===== config.mk =====
export PLATFORM = sky130hd
export DESIGN_NAME = char_lcd_text_wrap_nibble_writer
export DESIGN_NICKNAME = d
export VERILOG_FILES = /design/src/rtl/core/lcdw_pkg.sv /design/src/rtl/core/lcdw_queue.sv /design/src/rtl/core/lcdw_front.sv /design/src/rtl/core/lcdw_back.sv /design/src/rtl/core/char_lcd_text_wrap_nibble_writer.sv
export SDC_FILE = /design/constraint.sdc
export NUM_CORES = 1
export LEC_CHECK = 0
export BUFFER_PORTS_ARGS = -buffer_cell sky130_fd_sc_hd__buf_2
export CAP_MARGIN = 0
export CORE_UTILIZATION = 32
export CTS_CLUSTER_DIAMETER = 40
export DETAILED_ROUTE_END_ITERATION = 10
export GPL_ROUTABILITY_DRIVEN = 0
export PLACE_DENSITY_LB_ADDON = 0.2
export SLEW_MARGIN = 20
export SYNTH_ARGS = -nofsm -noshare
export SYNTH_HDL_FRONTEND = slang
export SYNTH_SLANG_ARGS = --single-unit

===== constraint.sdc =====
create_clock -name clk -period 5.2 [get_ports clk]
set_input_delay 1.3 -clock clk [delete_from_list [all_inputs] [get_ports clk]]
set_output_delay 1.3 -clock clk [all_outputs]
set_load 0.05 [all_outputs]

===== src/rtl/core/lcdw_pkg.sv =====
`default_nettype none
package lcdw_pkg;
	localparam int unsigned QDEPTH = 4;
	localparam int unsigned QAW = $clog2(QDEPTH);

	localparam logic [7:0] NEWLINE = 8'h0A;
	localparam logic [7:0] SET_ADDR = 8'h80;
	localparam logic [7:0] NIBBLE = 8'hF0;

	localparam logic FUNC_TEXT = 1'b0;
	localparam logic FUNC_RAW = 1'b1;

	typedef enum logic [2:0] {
		REG_LAST_ROW,
		REG_COLUMNS,
		REG_ENABLE_MASK,
		REG_BACKLIGHT_MASK,
		REG_CHAR_SELECT_MASK
	} reg_idx_t;

	typedef enum logic [1:0] {
		STB_SETUP,
		STB_RISE,
		STB_FALL
	} strobe_t;

	typedef struct packed {
		logic [7:0] code;
		logic       func;
		logic       first_of_string;
	} item_t;

	typedef struct packed {
		logic [7:0] expander_byte;
		logic       last;
	} result_t;

	typedef struct packed {
		logic [1:0] last_row;
		logic [5:0] columns;
		logic [7:0] enable_mask;
		logic [7:0] backlight_mask;
		logic [7:0] char_select_mask;
	} cfg_t;

	// one or two display bytes for the back end
	typedef struct packed {
		logic       has_data;
		logic [7:0] data;
		logic       is_char;
		logic       has_addr;
		logic [7:0] addr;
	} cmd_t;

	function automatic logic [7:0] row_addr(input logic [1:0] row);
		logic [7:0] base;
		case (row)
			2'd0: base = 8'h00;
			2'd1: base = 8'h40;
			2'd2: base = 8'h14;
			2'd3: base = 8'h54;
			default: base = 8'h00;
		endcase
		return SET_ADDR | base;
	endfunction
endpackage
`default_nettype wire


===== src/rtl/core/lcdw_queue.sv =====
`default_nettype none
module lcdw_queue import lcdw_pkg::*; (
	input  wire logic clk,
	input  wire logic arst_n,
	input  wire logic push,
	input  wire cmd_t wdata,
	input  wire logic pop,
	output cmd_t      rdata,
	output logic      full,
	output logic      empty
);
	cmd_t             mem_q [QDEPTH];
	logic [QAW-1:0]   wr_ptr_q;
	logic [QAW-1:0]   rd_ptr_q;
	logic [QAW:0]     count_q;
	logic             do_push;
	logic             do_pop;

	assign full = (count_q == (QAW+1)'(QDEPTH));
	assign empty = (count_q == '0);
	assign do_push = push && !full;
	assign do_pop = pop && !empty;
	assign rdata = mem_q[rd_ptr_q];

	always_ff @(posedge clk) begin
		if (do_push) begin
			mem_q[wr_ptr_q] <= wdata;
		end
	end

	always_ff @(posedge clk or negedge arst_n) begin
		if (!arst_n) begin
			wr_ptr_q <= '0;
			rd_ptr_q <= '0;
			count_q <= '0;
		end else begin
			if (do_push) begin
				wr_ptr_q <= wr_ptr_q + QAW'(1);
			end
			if (do_pop) begin
				rd_ptr_q <= rd_ptr_q + QAW'(1);
			end
			if (do_push && !do_pop) begin
				count_q <= count_q + (QAW+1)'(1);
			end else if (do_pop && !do_push) begin
				count_q <= count_q - (QAW+1)'(1);
			end
		end
	end
endmodule
`default_nettype wire


===== src/rtl/core/lcdw_front.sv =====
`default_nettype none
module lcdw_front import lcdw_pkg::*; (
	input  wire logic  clk,
	input  wire logic  arst_n,
	input  wire cfg_t  cfg,
	input  wire item_t item,
	input  wire logic  accept,
	output cmd_t       cmd,
	output logic       cmd_push
);
	logic [1:0] row_q;
	logic [5:0] col_q;
	logic       stopped_q;
	logic [1:0] row;
	logic [5:0] col;
	logic       stop;
	logic [1:0] row_n;
	logic [5:0] col_n;
	logic       stop_n;
	logic [5:0] col_inc;
	logic       at_last;
	logic       emit;

	always_comb begin
		row = item.first_of_string ? 2'd0 : row_q;
		col = item.first_of_string ? 6'd0 : col_q;
		stop = item.first_of_string ? 1'b0 : stopped_q;
		col_inc = col + 6'd1;
		at_last = (row >= cfg.last_row);
		row_n = row;
		col_n = col;
		stop_n = stop;
		emit = 1'b0;
		cmd = '0;
		if (item.func == FUNC_RAW) begin
			emit = 1'b1;
			cmd.has_data = 1'b1;
			cmd.data = item.code;
		end else if (!stop) begin
			if (item.code == NEWLINE) begin
				col_n = 6'd0;
				if (at_last) begin
					stop_n = 1'b1;
				end else begin
					row_n = row + 2'd1;
					emit = 1'b1;
					cmd.has_addr = 1'b1;
					cmd.addr = row_addr(row + 2'd1);
				end
			end else begin
				emit = 1'b1;
				cmd.has_data = 1'b1;
				cmd.data = item.code;
				cmd.is_char = 1'b1;
				if (col_inc >= cfg.columns) begin
					col_n = 6'd0;
					if (at_last) begin
						stop_n = 1'b1;
					end else begin
						row_n = row + 2'd1;
						cmd.has_addr = 1'b1;
						cmd.addr = row_addr(row + 2'd1);
					end
				end else begin
					col_n = col_inc;
				end
			end
		end
	end

	assign cmd_push = accept && emit;

	always_ff @(posedge clk or negedge arst_n) begin
		if (!arst_n) begin
			row_q <= '0;
			col_q <= '0;
			stopped_q <= 1'b0;
		end else if (accept) begin
			row_q <= row_n;
			col_q <= col_n;
			stopped_q <= stop_n;
		end
	end
endmodule
`default_nettype wire


===== src/rtl/core/lcdw_back.sv =====
`default_nettype none
module lcdw_back import lcdw_pkg::*; (
	input  wire logic clk,
	input  wire logic arst_n,
	input  wire cfg_t cfg,
	input  wire cmd_t cmd,
	input  wire logic cmd_valid,
	output logic      cmd_pop,
	output result_t   result,
	output logic      empty,
	input  wire logic pop
);
	strobe_t    stb_q;
	strobe_t    stb_n;
	logic       low_q;
	logic       low_n;
	logic       addr_q;
	logic       addr_n;
	logic       out_valid_q;
	result_t    result_q;
	logic       advance;
	logic       sel_addr;
	logic [7:0] disp_byte;
	logic [7:0] nib;
	logic [7:0] base;
	logic [7:0] wbyte;
	logic       last_w;

	assign advance = cmd_valid && (!out_valid_q || pop);

	// expander write for the current position
	always_comb begin
		sel_addr = !cmd.has_data || addr_q;
		disp_byte = sel_addr ? cmd.addr : cmd.data;
		nib = low_q ? {disp_byte[3:0], 4'h0} : (disp_byte & NIBBLE);
		base = nib | cfg.backlight_mask
			| ((!sel_addr && cmd.is_char) ? cfg.char_select_mask : 8'h00);
		case (stb_q)
			STB_SETUP: wbyte = base;
			STB_RISE:  wbyte = base | cfg.enable_mask;
			STB_FALL:  wbyte = base & ~cfg.enable_mask;
			default:   wbyte = base;
		endcase
		last_w = (stb_q == STB_FALL) && low_q && (sel_addr || !cmd.has_addr);
		cmd_pop = advance && last_w;
	end

	always_comb begin
		stb_n = stb_q;
		low_n = low_q;
		addr_n = addr_q;
		if (advance) begin
			case (stb_q)
				STB_SETUP: stb_n = STB_RISE;
				STB_RISE:  stb_n = STB_FALL;
				STB_FALL:  stb_n = STB_SETUP;
				default:   stb_n = STB_SETUP;
			endcase
			if (stb_q == STB_FALL) begin
				if (!low_q) begin
					low_n = 1'b1;
				end else begin
					low_n = 1'b0;
					addr_n = !last_w;
				end
			end
		end
	end

	always_ff @(posedge clk or negedge arst_n) begin
		if (!arst_n) begin
			stb_q <= STB_SETUP;
			low_q <= 1'b0;
			addr_q <= 1'b0;
			out_valid_q <= 1'b0;
		end else begin
			stb_q <= stb_n;
			low_q <= low_n;
			addr_q <= addr_n;
			out_valid_q <= advance || (out_valid_q && !pop);
		end
	end

	always_ff @(posedge clk) begin
		if (advance) begin
			result_q <= '{expander_byte: wbyte, last: last_w};
		end
	end

	assign result = result_q;
	assign empty = !out_valid_q;
endmodule
`default_nettype wire


===== src/rtl/core/char_lcd_text_wrap_nibble_writer.sv =====
// Text-to-expander writer for a character display in four-bit mode. Each accepted item
// becomes six expander writes per display byte: a text character gives six, or twelve
// when it fills the row and a set-address command follows; a newline gives six (none on
// the last row); a raw command gives six; text after the rows run out gives none until an
// item with first_of_string. Results leave at one write per cycle while pop takes each one,
// set by the single nibble sequencer in the back end. Input items are taken every cycle
// while the four-entry command queue between the cursor logic and the sequencer has room.
// The user must write configuration registers through the cfg channel only while the
// block is idle; the block itself does not enforce this.
`default_nettype none
module char_lcd_text_wrap_nibble_writer import lcdw_pkg::*; (
	input  wire logic       clk,
	input  wire logic       arst_n,
	input  wire item_t      item,
	input  wire logic       push,
	output logic            full,
	output result_t         result,
	output logic            empty,
	input  wire logic       pop,
	input  wire logic       cfg_valid,
	output logic            cfg_ready,
	input  wire logic [2:0] cfg_index,
	input  wire logic [7:0] cfg_data
);
	cfg_t cfg_q;
	cmd_t front_cmd;
	cmd_t head_cmd;
	logic front_push;
	logic q_empty;
	logic q_pop;
	logic accept;

	assign cfg_ready = 1'b1;
	assign accept = push && !full;

	always_ff @(posedge clk or negedge arst_n) begin
		if (!arst_n) begin
			cfg_q.last_row <= 2'd1;
			cfg_q.columns <= 6'd16;
			cfg_q.enable_mask <= 8'h04;
			cfg_q.backlight_mask <= 8'h08;
			cfg_q.char_select_mask <= 8'h01;
		end else if (cfg_valid && cfg_ready) begin
			case (cfg_index)
				REG_LAST_ROW:         cfg_q.last_row <= cfg_data[1:0];
				REG_COLUMNS:          cfg_q.columns <= cfg_data[5:0];
				REG_ENABLE_MASK:      cfg_q.enable_mask <= cfg_data;
				REG_BACKLIGHT_MASK:   cfg_q.backlight_mask <= cfg_data;
				REG_CHAR_SELECT_MASK: cfg_q.char_select_mask <= cfg_data;
				default: ;
			endcase
		end
	end

	lcdw_front u_front (
		.clk      (clk),
		.arst_n   (arst_n),
		.cfg      (cfg_q),
		.item     (item),
		.accept   (accept),
		.cmd      (front_cmd),
		.cmd_push (front_push)
	);

	lcdw_queue u_queue (
		.clk    (clk),
		.arst_n (arst_n),
		.push   (front_push),
		.wdata  (front_cmd),
		.pop    (q_pop),
		.rdata  (head_cmd),
		.full   (full),
		.empty  (q_empty)
	);

	lcdw_back u_back (
		.clk       (clk),
		.arst_n    (arst_n),
		.cfg       (cfg_q),
		.cmd       (head_cmd),
		.cmd_valid (!q_empty),
		.cmd_pop   (q_pop),
		.result    (result),
		.empty     (empty),
		.pop       (pop)
	);
endmodule
`default_nettype wire


## Word-level counts from Yosys, hierarchy flattened

Memory sizes are Yosys's and may differ from the RTL's.
Index checks and enable logic that the tools add are counted.

| storage, ports and cells | value |
|---|---|
| bits in registers | 62 |
| bits in writable memories | 76 |
| input port bits | 26 |
| output and inout port bits | 12 |
| logic and storage cells | 119 |
| memories | 1 |

Memory list:

| name | depth | bits a word | read ports | clocked after memory_dff | wr ports | RTL line | source |
|---|---|---|---|---|---|---|---|
| u_queue.mem_q | 4 | 19 | 1 | 0 | 1 | lcdw_queue.sv:12 | `cmd_t mem_q [QDEPTH];` |

| cells by class | value |
|---|---|
| $add $sub $neg | 6 |
| order comparisons | 2 |
| eq/ne operators | 11 |
| muxes and demuxes | 39 |
| bitwise gates (word level) | 5 |
| reductions and logical operators | 38 |

Operators by type and width:

| operator | number |
|---|---|
| $mux 9 | 4 |
| $mux 6 | 5 |
| $pmux 7 s4 | 1 |
| $mux 8 | 3 |
| $or 8x8->8 | 3 |
| $mux 10 | 2 |
| $mux 19 | 1 |
| $pmux 8 s2 | 1 |
| $mux 1 | 13 |
| $logic_and 1x1->1 | 12 |
| $mux 2 | 6 |
| $reduce_and 2->1 | 6 |
| $logic_not 1->1 | 10 |
| $and 8x8->8 | 1 |
| $eq 8x4->1 const B | 1 |
| $not 8->8 | 1 |
| $add 2x1->2 const B | 3 |
| $add 6x1->6 const B | 1 |
| $eq 2x2->1 const B | 3 |
| $eq 3x2->1 const B | 2 |
| $eq 3x3->1 const B | 2 |
| $ge 6x6->1 | 1 |
| $logic_not 3->1 | 2 |
| $mux 3 | 2 |
| other kinds (10) | 15 |

## Longest topological paths before layout

Gate-level depths: netlist (run 1).

| depth | value |
|---|---|
| word-level depth | 12 |
| mapped depth | 12 |

## Modules after synthesis

From an unflattened synthesis (run 1), not the netlist that was laid out.

| second synthesis, totals | value |
|---|---|
| cells, all modules | 389 |
| area, all modules | 6221.0 um2 |

Modules (own cells, without submodules):

| module | instances | cells an instance | area an instance (um2) | sequential area each (um2) |
|---|---|---|---|---|
| lcdw_queue | 1 | 135 | 3159.3 | 2457.4 |
| char_lcd_text_wrap_nibble_writer | 1 | 76 | 1277.5 | 807.0 |
| lcdw_front | 1 | 107 | 919.6 | 225.2 |
| lcdw_back | 1 | 71 | 864.6 | 395.4 |

## Worst setup path after synthesis (run 1)

No wires, ideal clock.

| timing path | value |
|---|---|
| kind | input-to-reg |
| start point | input port item[0] (netlist bit) |
| end point | register u_queue.count_q[2] |
| data arrival time | 3.622 ns |
| required time | 5.121 ns |
| setup slack | 1.498 ns |
| cell stages on the path | 12 |
| buffers on the path | 0 |
| path through | nand2b_1 > ha_1 > nand2b_1 > a21oi_1 > nor3_1 > nor3_2 > ha_1 > inv_1 > fa_1 > xor2_1 > nor2_1 > xor2_1 |

| between the ends | value |
|---|---|
| longest elaborated chain between the ends | 11 |

RTL lines:

| element | RTL line | source |
|---|---|---|
| start: declaration | char_lcd_text_wrap_nibble_writer.sv:14 | `input wire item_t item,` |
| $mux 2 | lcdw_front.sv:25 | `row = item.first_of_string ? 2'd0 : row_q;` |
| $ge 2x2->1 | lcdw_front.sv:29 | `at_last = (row >= cfg.last_row);` |
| $mux 1 | lcdw_front.sv:42 | `if (at_last) begin` |
| $mux 1 | lcdw_front.sv:40 | `if (item.code == NEWLINE) begin` |
| $mux 1 (*) | lcdw_front.sv:39 | `end else if (!stop) begin` |
| $mux 1 (*) | lcdw_front.sv:35 | `if (item.func == FUNC_RAW) begin` |
| $logic_and 1x1->1 (*) | lcdw_front.sv:71 | `assign cmd_push = accept && emit;` |
| $logic_and 1x1->1 (*) | lcdw_queue.sv:21 | `assign do_push = push && !full;` |
| net u_queue.do_push | lcdw_queue.sv:16 | `logic do_push;` |
| $logic_not 1->1 | lcdw_queue.sv:45 | `end else if (do_pop && !do_push) begin` |
| $logic_and 1x1->1 | lcdw_queue.sv:45 |  |
| $reduce_bool 2->1 (no line) | - |  |
| end signal: assignment | lcdw_queue.sv:44 | `count_q <= count_q + (QAW+1)'(1);` |
| end signal: assignment | lcdw_queue.sv:46 | `count_q <= count_q - (QAW+1)'(1);` |
| end: declaration | lcdw_queue.sv:15 | `logic [QAW:0] count_q;` |

Mark *: on every way through the listed nets, which the timed path passes. The rest lies on a longest branch.
A chain may end at the register's enable or synchronous reset.

## Worst setup path in the final report (run 1)

Ends and elaborated chain as after synthesis.

==> results of run 1 <==
[synthesized netlist by cell type, types with 7 or more instances]
| cell | n |
|---|---|
| ha_1 | 16 |
| nor3_1 | 7 |
| dfrtp_1 | 48 |
| clkbuf_1 | 7 |
| o21ai_0 | 12 |
| a21oi_1 | 12 |
| nor2_1 | 11 |
| nand2_1 | 17 |
| nand2b_1 | 13 |
| edfxtp_1 | 61 |
| mux2_2 | 28 |
| inv_1 | 16 |
| mux4_2 | 14 |
| nor2b_1 | 11 |
[logic make-up after synthesis]
logic type / share of synthesized area
AOI/OAI and AO/OA: 0.0743
muxes: 0.126
DFF: 0.612
buffers and inverters: 0.0264
xor gates and xnor gates: 0.0203
other: 0.000725
adders and majority gates: 0.0426
and+or+nand+nor: 0.0982
[routing by layer]
layer / track usage / part of all wire / routed length, microns
met4: 0.0706 / 0.021 / 219
met1: 0.175 / 0.46 / 4780
met5: 0 / 0 / 0
met2: 0.225 / 0.49 / 5010
met3: 0.0310 / 0.027 / 279
[layout make-up]
type | count | area (sq um)
well taps | 216 | 270
clock buffers | 24 | 462
flip-flops and latches | 114 | 3160
repair buffers | 43 | 233
fillers | 1499 | 9700
inverters | 16 | 60.1
clock inverters | 8 | 63.8
multi-input cells | 217 | 1870
[registers in the layout (all words and copies together) (netlist names)]
| register | cells |
|---|---|
| cfg_q | 32 |
| u_back.addr_q | 1 |
| u_back.low_q | 1 |
| u_back.out_valid_q | 1 |
| u_back.result | 9 |
| u_back.stb_q | 2 |
| u_front.col_q | 6 |
| u_front.row_q | 2 |
| u_front.stopped_q | 1 |
| u_queue.count_q | 3 |
| u_queue.mem_q | 52 |
| u_queue.rd_ptr_q | 2 |
| u_queue.wr_ptr_q | 2 |
[through the flow]
step           total power (W)  hold WS, ps  setup WS (ps)   util
3_3_place_gp           0.00237          477           1030  0.354
3_5_place_dp           0.00239          479            911  0.354
4_1_cts                0.00344          491           1320  0.387
2_1_floorplan          0.00213          456           1500      -
6_report               0.00339          488           1300  0.387
5_1_grt                0.00359          513           1040  0.387
[path summary, 6_finish.rpt]
path	start	endpoint	slack, ps	depth (start not counted)
max in group asynchronous	arst_n	cfg_q[8]	3720	2
worst min-delay path	u_queue.count_q[2]	u_queue.count_q[2]	490	1
min in group asynchronous	arst_n	u_back.stb_q[1]	1010	2
worst max-delay path	item[0]	u_queue.count_q[2]	1300	13
worst max register to register	u_front.col_q[0]	u_queue.mem_q[0][4]	2060	9
worst min register to register	u_queue.count_q[2]	u_queue.count_q[2]	490	1
[worst reg2reg max path, stage by stage, from the launching register on]
cell and delay, ps:
dfrtp_1 470, nand4_1 170, or3b_2 530, nand3b_1 100, o21ai_0 90, ha_1 270
o21ai_0 70, o21ai_1 510, nand2_1 150, nor4_1 510
[power by group through the flow]
stage	logic, W	clock network (W)	registers (W)
3_3_place_gp	0.00101	0	0.00137
6_report	0.000993	0.00104	0.00136
2_1_floorplan	0.000684	0	0.00145
3_5_place_dp	0.00101	0	0.00138
5_1_grt	0.00110	0.00110	0.00139
4_1_cts	0.00102	0.00106	0.00136
==> results.ini, run 1 <==
[outcome]
status = completed

[power]
powerDensity_nw_per_um2 = 554
p_int_w = 0.00229
swShare = 0.323
p_seq_frac = 0.401
switching_power_w = 0.00110
combPwrFrac = 0.293
leakagePower_nw = 2.40
clock_power_share = 0.307
ir_worst_vdd_uv = 280

[synth]
yosys_most_used_dff = edfxtp_1
synth_top_area_cell = edfxtp_1
netlist_top_cells_area = edfxtp_1 (35%), dfrtp_1 (23%), mux2_2 (6.1%), mux4_2 (6.1%), ha_1 (3.9%)
synth_area_sq_um = 5170
synth.distinct_cells = 55
synth_cells = 360
synth_nets = 403
yosysSeqAreaShare = 0.612
synth-edff-count = 61
async_reset_ff_frac = 0.465
syn_area_per_cell_sq_um = 14.4
synth.top_cell.area_share = 0.354
ys_seq_elements = 114
synth_warnings = 0

[place]
post_dp_cell_area_sq_um = 5600
dp.cells = 606
dp_hpwl_microns = 7070
port_buffers = 36

[global_route]
grt_pass1_vias = 3112
grt_max_degree = 54
antenna_found_initial = 0
grt_overflow = 0
grt_pass1_wl_microns = 16800
grt_use_total = 0.139

[clocking]
cts_buffers = 17
postCtsSetupBuffers = 0
cts_sinks = 114
cts_tree = done
hold_buffers = 0
clk_latency_ps = 410
cts-root-buf = clkbuf_16
h-tree-depth = 4
cts.path.max_buffers = 2
cts_resized = 0
clkTransAtPathRegs_ps = 50

[setup_path]
crit_path_max_fanout = 15
critical_path_buf_inv_count = 2
crit_type = in2reg
required_ps = 5530
crit_chain = buf_2, nand2b_1, ha_1, nand2b_1, a21oi_1, nor3_1, nor3_2, ha_1, inv_1, fa_1, xor2_1, nor2_1, xor2_1
crit_family = simple AND/OR/NAND/NOR gates
cp-end-kind = register
critPathSlowestCell = a21oi_1
slowest_delay_ps = 430
arrival_ps = 4240
startpoint_type = primary input

[drt]
drtAntennaViolNets = 0
wl_per_cell_microns = 16.1
vias_per_cell = 4.74
drtIter0Drc = 147
via_count = 3024
dr.pass1.iters = 4
routed_wl_microns = 10300
drc_errors = 0

[timing]
setup_tns_ps = 0
max_freq_mhz = 256
timing.final.crit_share = 0.751
drv_slew = 0
rsz0062_at_grt = no
hold_viol_final = 0
final-setup-viol-count = 0
worst_slew_pin_slew_ps = 843
finalClockSkew_ps = 8.28
fin_crit_ps = 3900
slew_headroom = 0.430

[final_layout]
fin_nets = 452
layout-drive-gt1-share = 0.289
syn_to_final_growth_pct = 18.4
fin_area_sq_um = 6120
most-common-layout-cells = edfxtp_1 (61), dfrtp_1 (48), buf_2 (36), mux2_2 (28)
fin_cells = 638
num_antenna_cells = 0
final_common_cell = edfxtp_1

[worst_hold_path]
hp-class = reg2reg

[floorplan]
ioPinCount = 38
rows = 46
die_y_microns = 129
die_x_microns = 129
core_area_sq_um = 15800
dieArea_sq_um = 16700
initial_core_util = 0.327

[flow_run]
drv_cap = 0

Note: power is estimated with default switching activity, not from simulation.
==> inputs of run 2 (changes only) <==
- clock period: 5.2 -> 3.3 ns (I/O delays scaled with it)
==> run 2 against run 1 <==
  * Sequential share of layout area down 1.0 points
  * Cell area increased by 2.1%
  * Wire length rose by 4.3%
  * Hold slack better by 15 ps
  * Sequential power grew 57%
  * Critical path depth is the same
  * Clock power rose by 68%
  * Clock skew grew 1.8 ps
  * Global-route usage is 0.64 points higher
  * Final cell count is 1.7% higher
  * Largest cell class unchanged
  * Utilization is 0.80 points higher
==> results.ini, run 2 (synthesis gave the netlist of run 1 again) <==
[final_layout]
layout-drive-gt1-share = 0.305  ; +0.0158
largest_reg_flops = 52  ; unchanged
num_antenna_cells = 0  ; unchanged
most-common-layout-cells = edfxtp_1 (61), dfrtp_1 (48), buf_2 (36), mux2_2 (28), buf_4 (18)
fin_nets = 463  ; +2.4%
regMostFlops = u_queue.mem_q
finish.utilization = 0.395  ; +0.00798
final_common_cell = edfxtp_1
syn_to_final_growth_pct = 20.9

[setup_path]
r2r_cells = 12  ; +3
crit_family = adder cells
critical_path_buf_inv_count = 2  ; unchanged
crit_type = in2reg
arrival_ps = 3120  ; -1120 ps
critPathSlowestCell = fa_1
crit_cells = 13  ; unchanged
crit_chain = buf_2, nand2b_1, ha_1, nand2b_1, a21oi_1, nor3_1, nor3_2, ha_1, inv_1, fa_1, xor2_1, nor2_1, xor2_1
crit_path_max_fanout = 3  ; -12
required_ps = 3620  ; -1910 ps
slowest_delay_ps = 380  ; -50 ps
startpoint_type = primary input
cp-end-kind = register

[floorplan]
rows = 46  ; unchanged
core_area_sq_um = 15800  ; unchanged
initial_core_util = 0.327  ; unchanged
dieArea_sq_um = 16700  ; unchanged
die_x_microns = 129  ; unchanged
die_y_microns = 129  ; unchanged
ioPinCount = 38  ; unchanged

[drt]
dr_wl_met2_microns = 5240  ; +4.6%
vias_per_cell = 4.71  ; -0.59%
wl_per_cell_microns = 16.5  ; +2.5%
via_count = 3058  ; +1.1%
drtAntennaViolNets = 0  ; unchanged
drtIter0Drc = 188  ; +28%
routed_wl_microns = 10700  ; +4.3%
drt-met1-wl_microns = 4890  ; +2.4%
top_layer = met4
dr.pass1.iters = 4  ; unchanged
wl_met3_microns = 405  ; +45%
drc_errors = 0  ; unchanged

[timing]
final-setup-viol-count = 0  ; unchanged
fin_crit_ps = 2800
worst_slew_pin_slew_ps = 712  ; -131 ps
finalClockSkew_ps = 10.1  ; +1.78 ps
rsz0062_at_grt = no
hold_viol_final = 0  ; unchanged
fin_ws_ps = 502  ; -794 ps
setup_tns_ps = 0  ; unchanged
slew_headroom = 0.525  ; +0.0951
drv_slew = 0  ; unchanged
max_freq_mhz = 357
timing.final.crit_share = 0.848

[power]
swShare = 0.317  ; -0.00642
leakagePower_nw = 2.47  ; +2.8%
clock_power_share = 0.318  ; +0.011
p_int_w = 0.00377  ; +64%
combPwrFrac = 0.295  ; +0.002
p_seq_frac = 0.388  ; -0.013
ir_worst_vdd_uv = 423  ; +51%
p_total_w = 0.00552  ; +63%
powerDensity_nw_per_um2 = 883  ; +59%
switching_power_w = 0.00175  ; +59%

[place]
dp_hpwl_microns = 7530  ; +6.5%
port_buffers = 36  ; unchanged
place_ws_ps = 63.2  ; -848 ps

[clocking]
postCtsSetupBuffers = 0  ; unchanged
hold_buffers = 0  ; unchanged
cts_buffers = 17  ; unchanged
h-tree-depth = 4  ; unchanged
cts_sinks = 114  ; unchanged
clkTransAtPathRegs_ps = 50  ; about the same
cts-root-buf = clkbuf_16
cts.path.max_buffers = 2  ; unchanged
cts_resized = 0  ; unchanged
cts_tree = done
clk_latency_ps = 410  ; about the same

[worst_hold_path]
hold_path_depth = 1  ; unchanged
hp-class = reg2reg

[outcome]
status = completed

[global_route]
grt_use_total = 0.145  ; +0.00638
grt_max_degree = 54  ; unchanged
grt_overflow = 0  ; unchanged
grt_pass1_wl_microns = 17400  ; +4.0%
grt_pass1_vias = 3169  ; +1.8%
antenna_found_initial = 0  ; unchanged

[flow_run]
drv_cap = 0  ; unchanged

## run 2: final timing paths
| path | end | slack (ps) | startpoint |
|---|---|---|---|
| max in group asynchronous | u_queue.wr_ptr_q[0] | 2270 | arst_n |
| min in group asynchronous | u_back.stb_q[0] | 540 | arst_n |
| min reg2reg | cfg_q[10] | 500 | cfg_q[10] |
| max reg2reg | u_queue.count_q[2] | 660 | u_front.row_q[0] |
| min | cfg_q[10] | 500 | cfg_q[10] |
| max | u_queue.count_q[2] | 500 | item[0] |
## run 2: per-stage QoR
step / std cells / hold slack [ps] / cell area (sq um)
detailed placement: 617 / 481 / 5680
global placement: 617 / 476 / 5680
finish: 649 / 503 / 6250
CTS: 649 / 492 / 6250
floorplan: 360 / 456 / 5170
global route: 649 / 518 / 6250
## run 2: layout make-up
class,count,area (sq um)
Multi-Input combinational cell,217,1870
Clock inverter,6,80.1
Tap cell,216,270
Inverter,16,60.1
Clock buffer,26,489
Timing Repair Buffer,54,315
Sequential cell,114,3160
Fill cell,1508,9580
## run 2: per-layer routing
layer,track usage,vias up
li1,-,1465
met1,0.190,1531
met2,0.226,45
met3,0.0400,17
met4,0.0623,0
met5,0,-
## run 2: power by group through the flow
stage / Clock [W] / Sequential [W] / Combinational [W]
after detailed placement: 0 / 0.00217 / 0.00166
after global placement: 0 / 0.00215 / 0.00163
after floorplan: 0 / 0.00228 / 0.00108
after global routing: 0.00186 / 0.00218 / 0.00180
final: 0.00175 / 0.00214 / 0.00163
after CTS: 0.00179 / 0.00214 / 0.00166
==> inputs of run 3 (changes only) <==
- clock period: 3.3 -> 2.4 ns (I/O delays scaled with it)
==> run 3 against run 2 <==
  * Sequential cell count stayed put
  * Via count is 5.1% higher
  * Non-clock buffer count is 46 higher
  * Worst setup slack worse by 480 ps
  * Die area stayed put
  * Register-to-register slack worse by 640 ps
  * Critical endpoint is now u_front.row_q[0]
  * Largest power group unchanged
==> results.ini, run 3 (synthesis gave the netlist of run 1 again) <==
[timing]
hold_viol_final = 0  ; unchanged
fin_crit_ps = 2380
setup_tns_ps = 0  ; unchanged
max_freq_mhz = 420
rsz0062_at_grt = yes
drv_slew = 0  ; unchanged
worst_slew_pin_slew_ps = 563  ; -149 ps
timing.final.crit_share = 0.991
slew_headroom = 0.625  ; +0.0995
finalClockSkew_ps = 10.7  ; +0.608 ps
fin_ws_ps = 20.7  ; -481 ps
holdWs_ps = 180  ; -323 ps
final-setup-viol-count = 0  ; unchanged

[floorplan]
rows = 46  ; unchanged
die_y_microns = 129  ; unchanged
core_area_sq_um = 15800  ; unchanged
initial_core_util = 0.327  ; unchanged
die_x_microns = 129  ; unchanged
dieArea_sq_um = 16700  ; unchanged
ioPinCount = 38  ; unchanged

[setup_path]
crit_path_max_fanout = 6  ; +3
required_ps = 2690  ; -930 ps
crit_start = u_front.col_q[0]
startpoint_type = register
crit_type = reg2reg
r2r_start = u_front.col_q[0]
arrival_ps = 2670  ; -450 ps
cp-end-kind = register

[final_layout]
fin_nets = 509  ; +9.9%
fin_cells = 695  ; +7.1%
layout-drive-gt1-share = 0.428  ; +0.123
most-common-layout-cells = edfxtp_1 (61), buf_4 (55), dfrtp_1 (47), buf_2 (36), mux2_2 (28)
syn_to_final_growth_pct = 31.0
num_antenna_cells = 0  ; unchanged
regMostFlops = u_queue.mem_q
final_common_cell = edfxtp_1
largest_reg_flops = 52  ; unchanged

[place]
dp.cells = 651  ; +5.5%
place_ws_ps = -319  ; -382 ps
port_buffers = 36  ; unchanged
dp_hpwl_microns = 7720  ; +2.5%

[drt]
dr_wl_met2_microns = 5490  ; +4.8%
vias_per_cell = 4.62  ; -1.9%
wl_per_cell_microns = 16.1  ; -2.3%
drt-met1-wl_microns = 5240  ; +7.2%
wl_met3_microns = 303  ; -25%
drc_errors = 0  ; unchanged
via_count = 3213  ; +5.1%
dr.pass1.iters = 4  ; unchanged
drtAntennaViolNets = 0  ; unchanged
drtIter0Drc = 120  ; -36%
routed_wl_microns = 11200  ; +4.6%
top_layer = met4

[clocking]
clkTransAtPathRegs_ps = 50  ; about the same
cts_buffers = 17  ; unchanged
cts_sinks = 114  ; unchanged
clk_latency_ps = 410  ; about the same
cts_tree = done
cts.path.max_buffers = 2  ; unchanged
cts-root-buf = clkbuf_16
h-tree-depth = 4  ; unchanged

[worst_hold_path]
hp-class = in2async

[global_route]
grt_pass1_wl_microns = 17900  ; +2.9%
grt_max_degree = 34  ; -37%
grt_overflow = 0  ; unchanged
antenna_found_initial = 0  ; unchanged
grt_use_total = 0.148  ; +0.00329
grt_pass1_vias = 3386  ; +6.8%

[power]
leakagePower_nw = 2.74  ; +11%
ir_worst_vdd_uv = 576  ; +36%
powerDensity_nw_per_um2 = 1160  ; +32%
p_total_w = 0.00789  ; +43%

[outcome]
status = completed

[flow_run]
drv_cap = 0  ; unchanged

-- run 3: cell count changes in the layout (fill, tap and decap cells not counted), moves of 3 or more --
cell / before / now
nor2_1: 11 / 8
buf_4: 18 / 55
nor3_2: 1 / 4
buf_12: 0 / 5
buf_6: 0 / 4
ha_1: 16 / 13
o21ai_0: 12 / 9
clkinv_2: 1 / 6
nor3_1: 7 / 4
-- run 3: final cells by class --
| cell class | count | area, sq um |
|---|---|---|
| flip-flops and latches | 114 | 3170 |
| clock buffers | 26 | 499 |
| fillers | 1459 | 9050 |
| well taps | 216 | 270 |
| repair buffers | 100 | 738 |
| inverters | 16 | 60.1 |
| multi-input cells | 217 | 2010 |
| clock inverters | 6 | 30.0 |
-- run 3: timing repair --
item,4_1_cts,5_1_grt
setup endpoints to repair,17,18
pin swaps,9,15
hold endpoints to repair,0,0
hold buffers,0,0
setup buffers,5,7
gates resized for setup,11,15
-- run 3: layer usage --
layer / vias to the layer above / GRT usage
li1: 1557 / -
met1: 1592 / 0.187
met2: 51 / 0.242
met3: 13 / 0.0409
met4: 0 / 0.0581
met5: - / 0
-- run 3: path summary, 6_finish.rpt --
check,endpoint,slack (ps),cells after the start
worst max-delay path,u_front.row_q[0],20,11
worst min-delay path,cfg_q[10],180,1
worst max register to register,u_front.row_q[0],20,11
worst min register to register,u_queue.count_q[2],490,1
max in group asynchronous,cfg_q[28],1580,2
min in group clk,u_back.out_valid_q,370,2
-- run 3: power breakdown --
part | switching (W) | total [W] | internal, W
logic | 0.00151 | 0.00278 | 0.00127
clock network | 0.000819 | 0.00223 | 0.00141
registers | 0.000215 | 0.00287 | 0.00266
total | 0.00255 | 0.00789 | 0.00534
-- run 3: metrics by stage --
stage,area [sq um],util
floorplan,5240,-
global placement,6060,0.383
detailed placement,6060,0.383
CTS,6670,0.421
global route,6780,0.428
finish,6780,0.428
-- run 3: worst max-delay path, cell delays in order (launching register included) --
cell      delay, ps
dfrtp_1         410
nand4_1         150
or3b_4          410
nand3b_1         90
o21ai_1          70
ha_1            290
o21ai_2          70
o21ai_4         200
buf_4           150
buf_4           100
a21oi_1          50
a211o_1         280
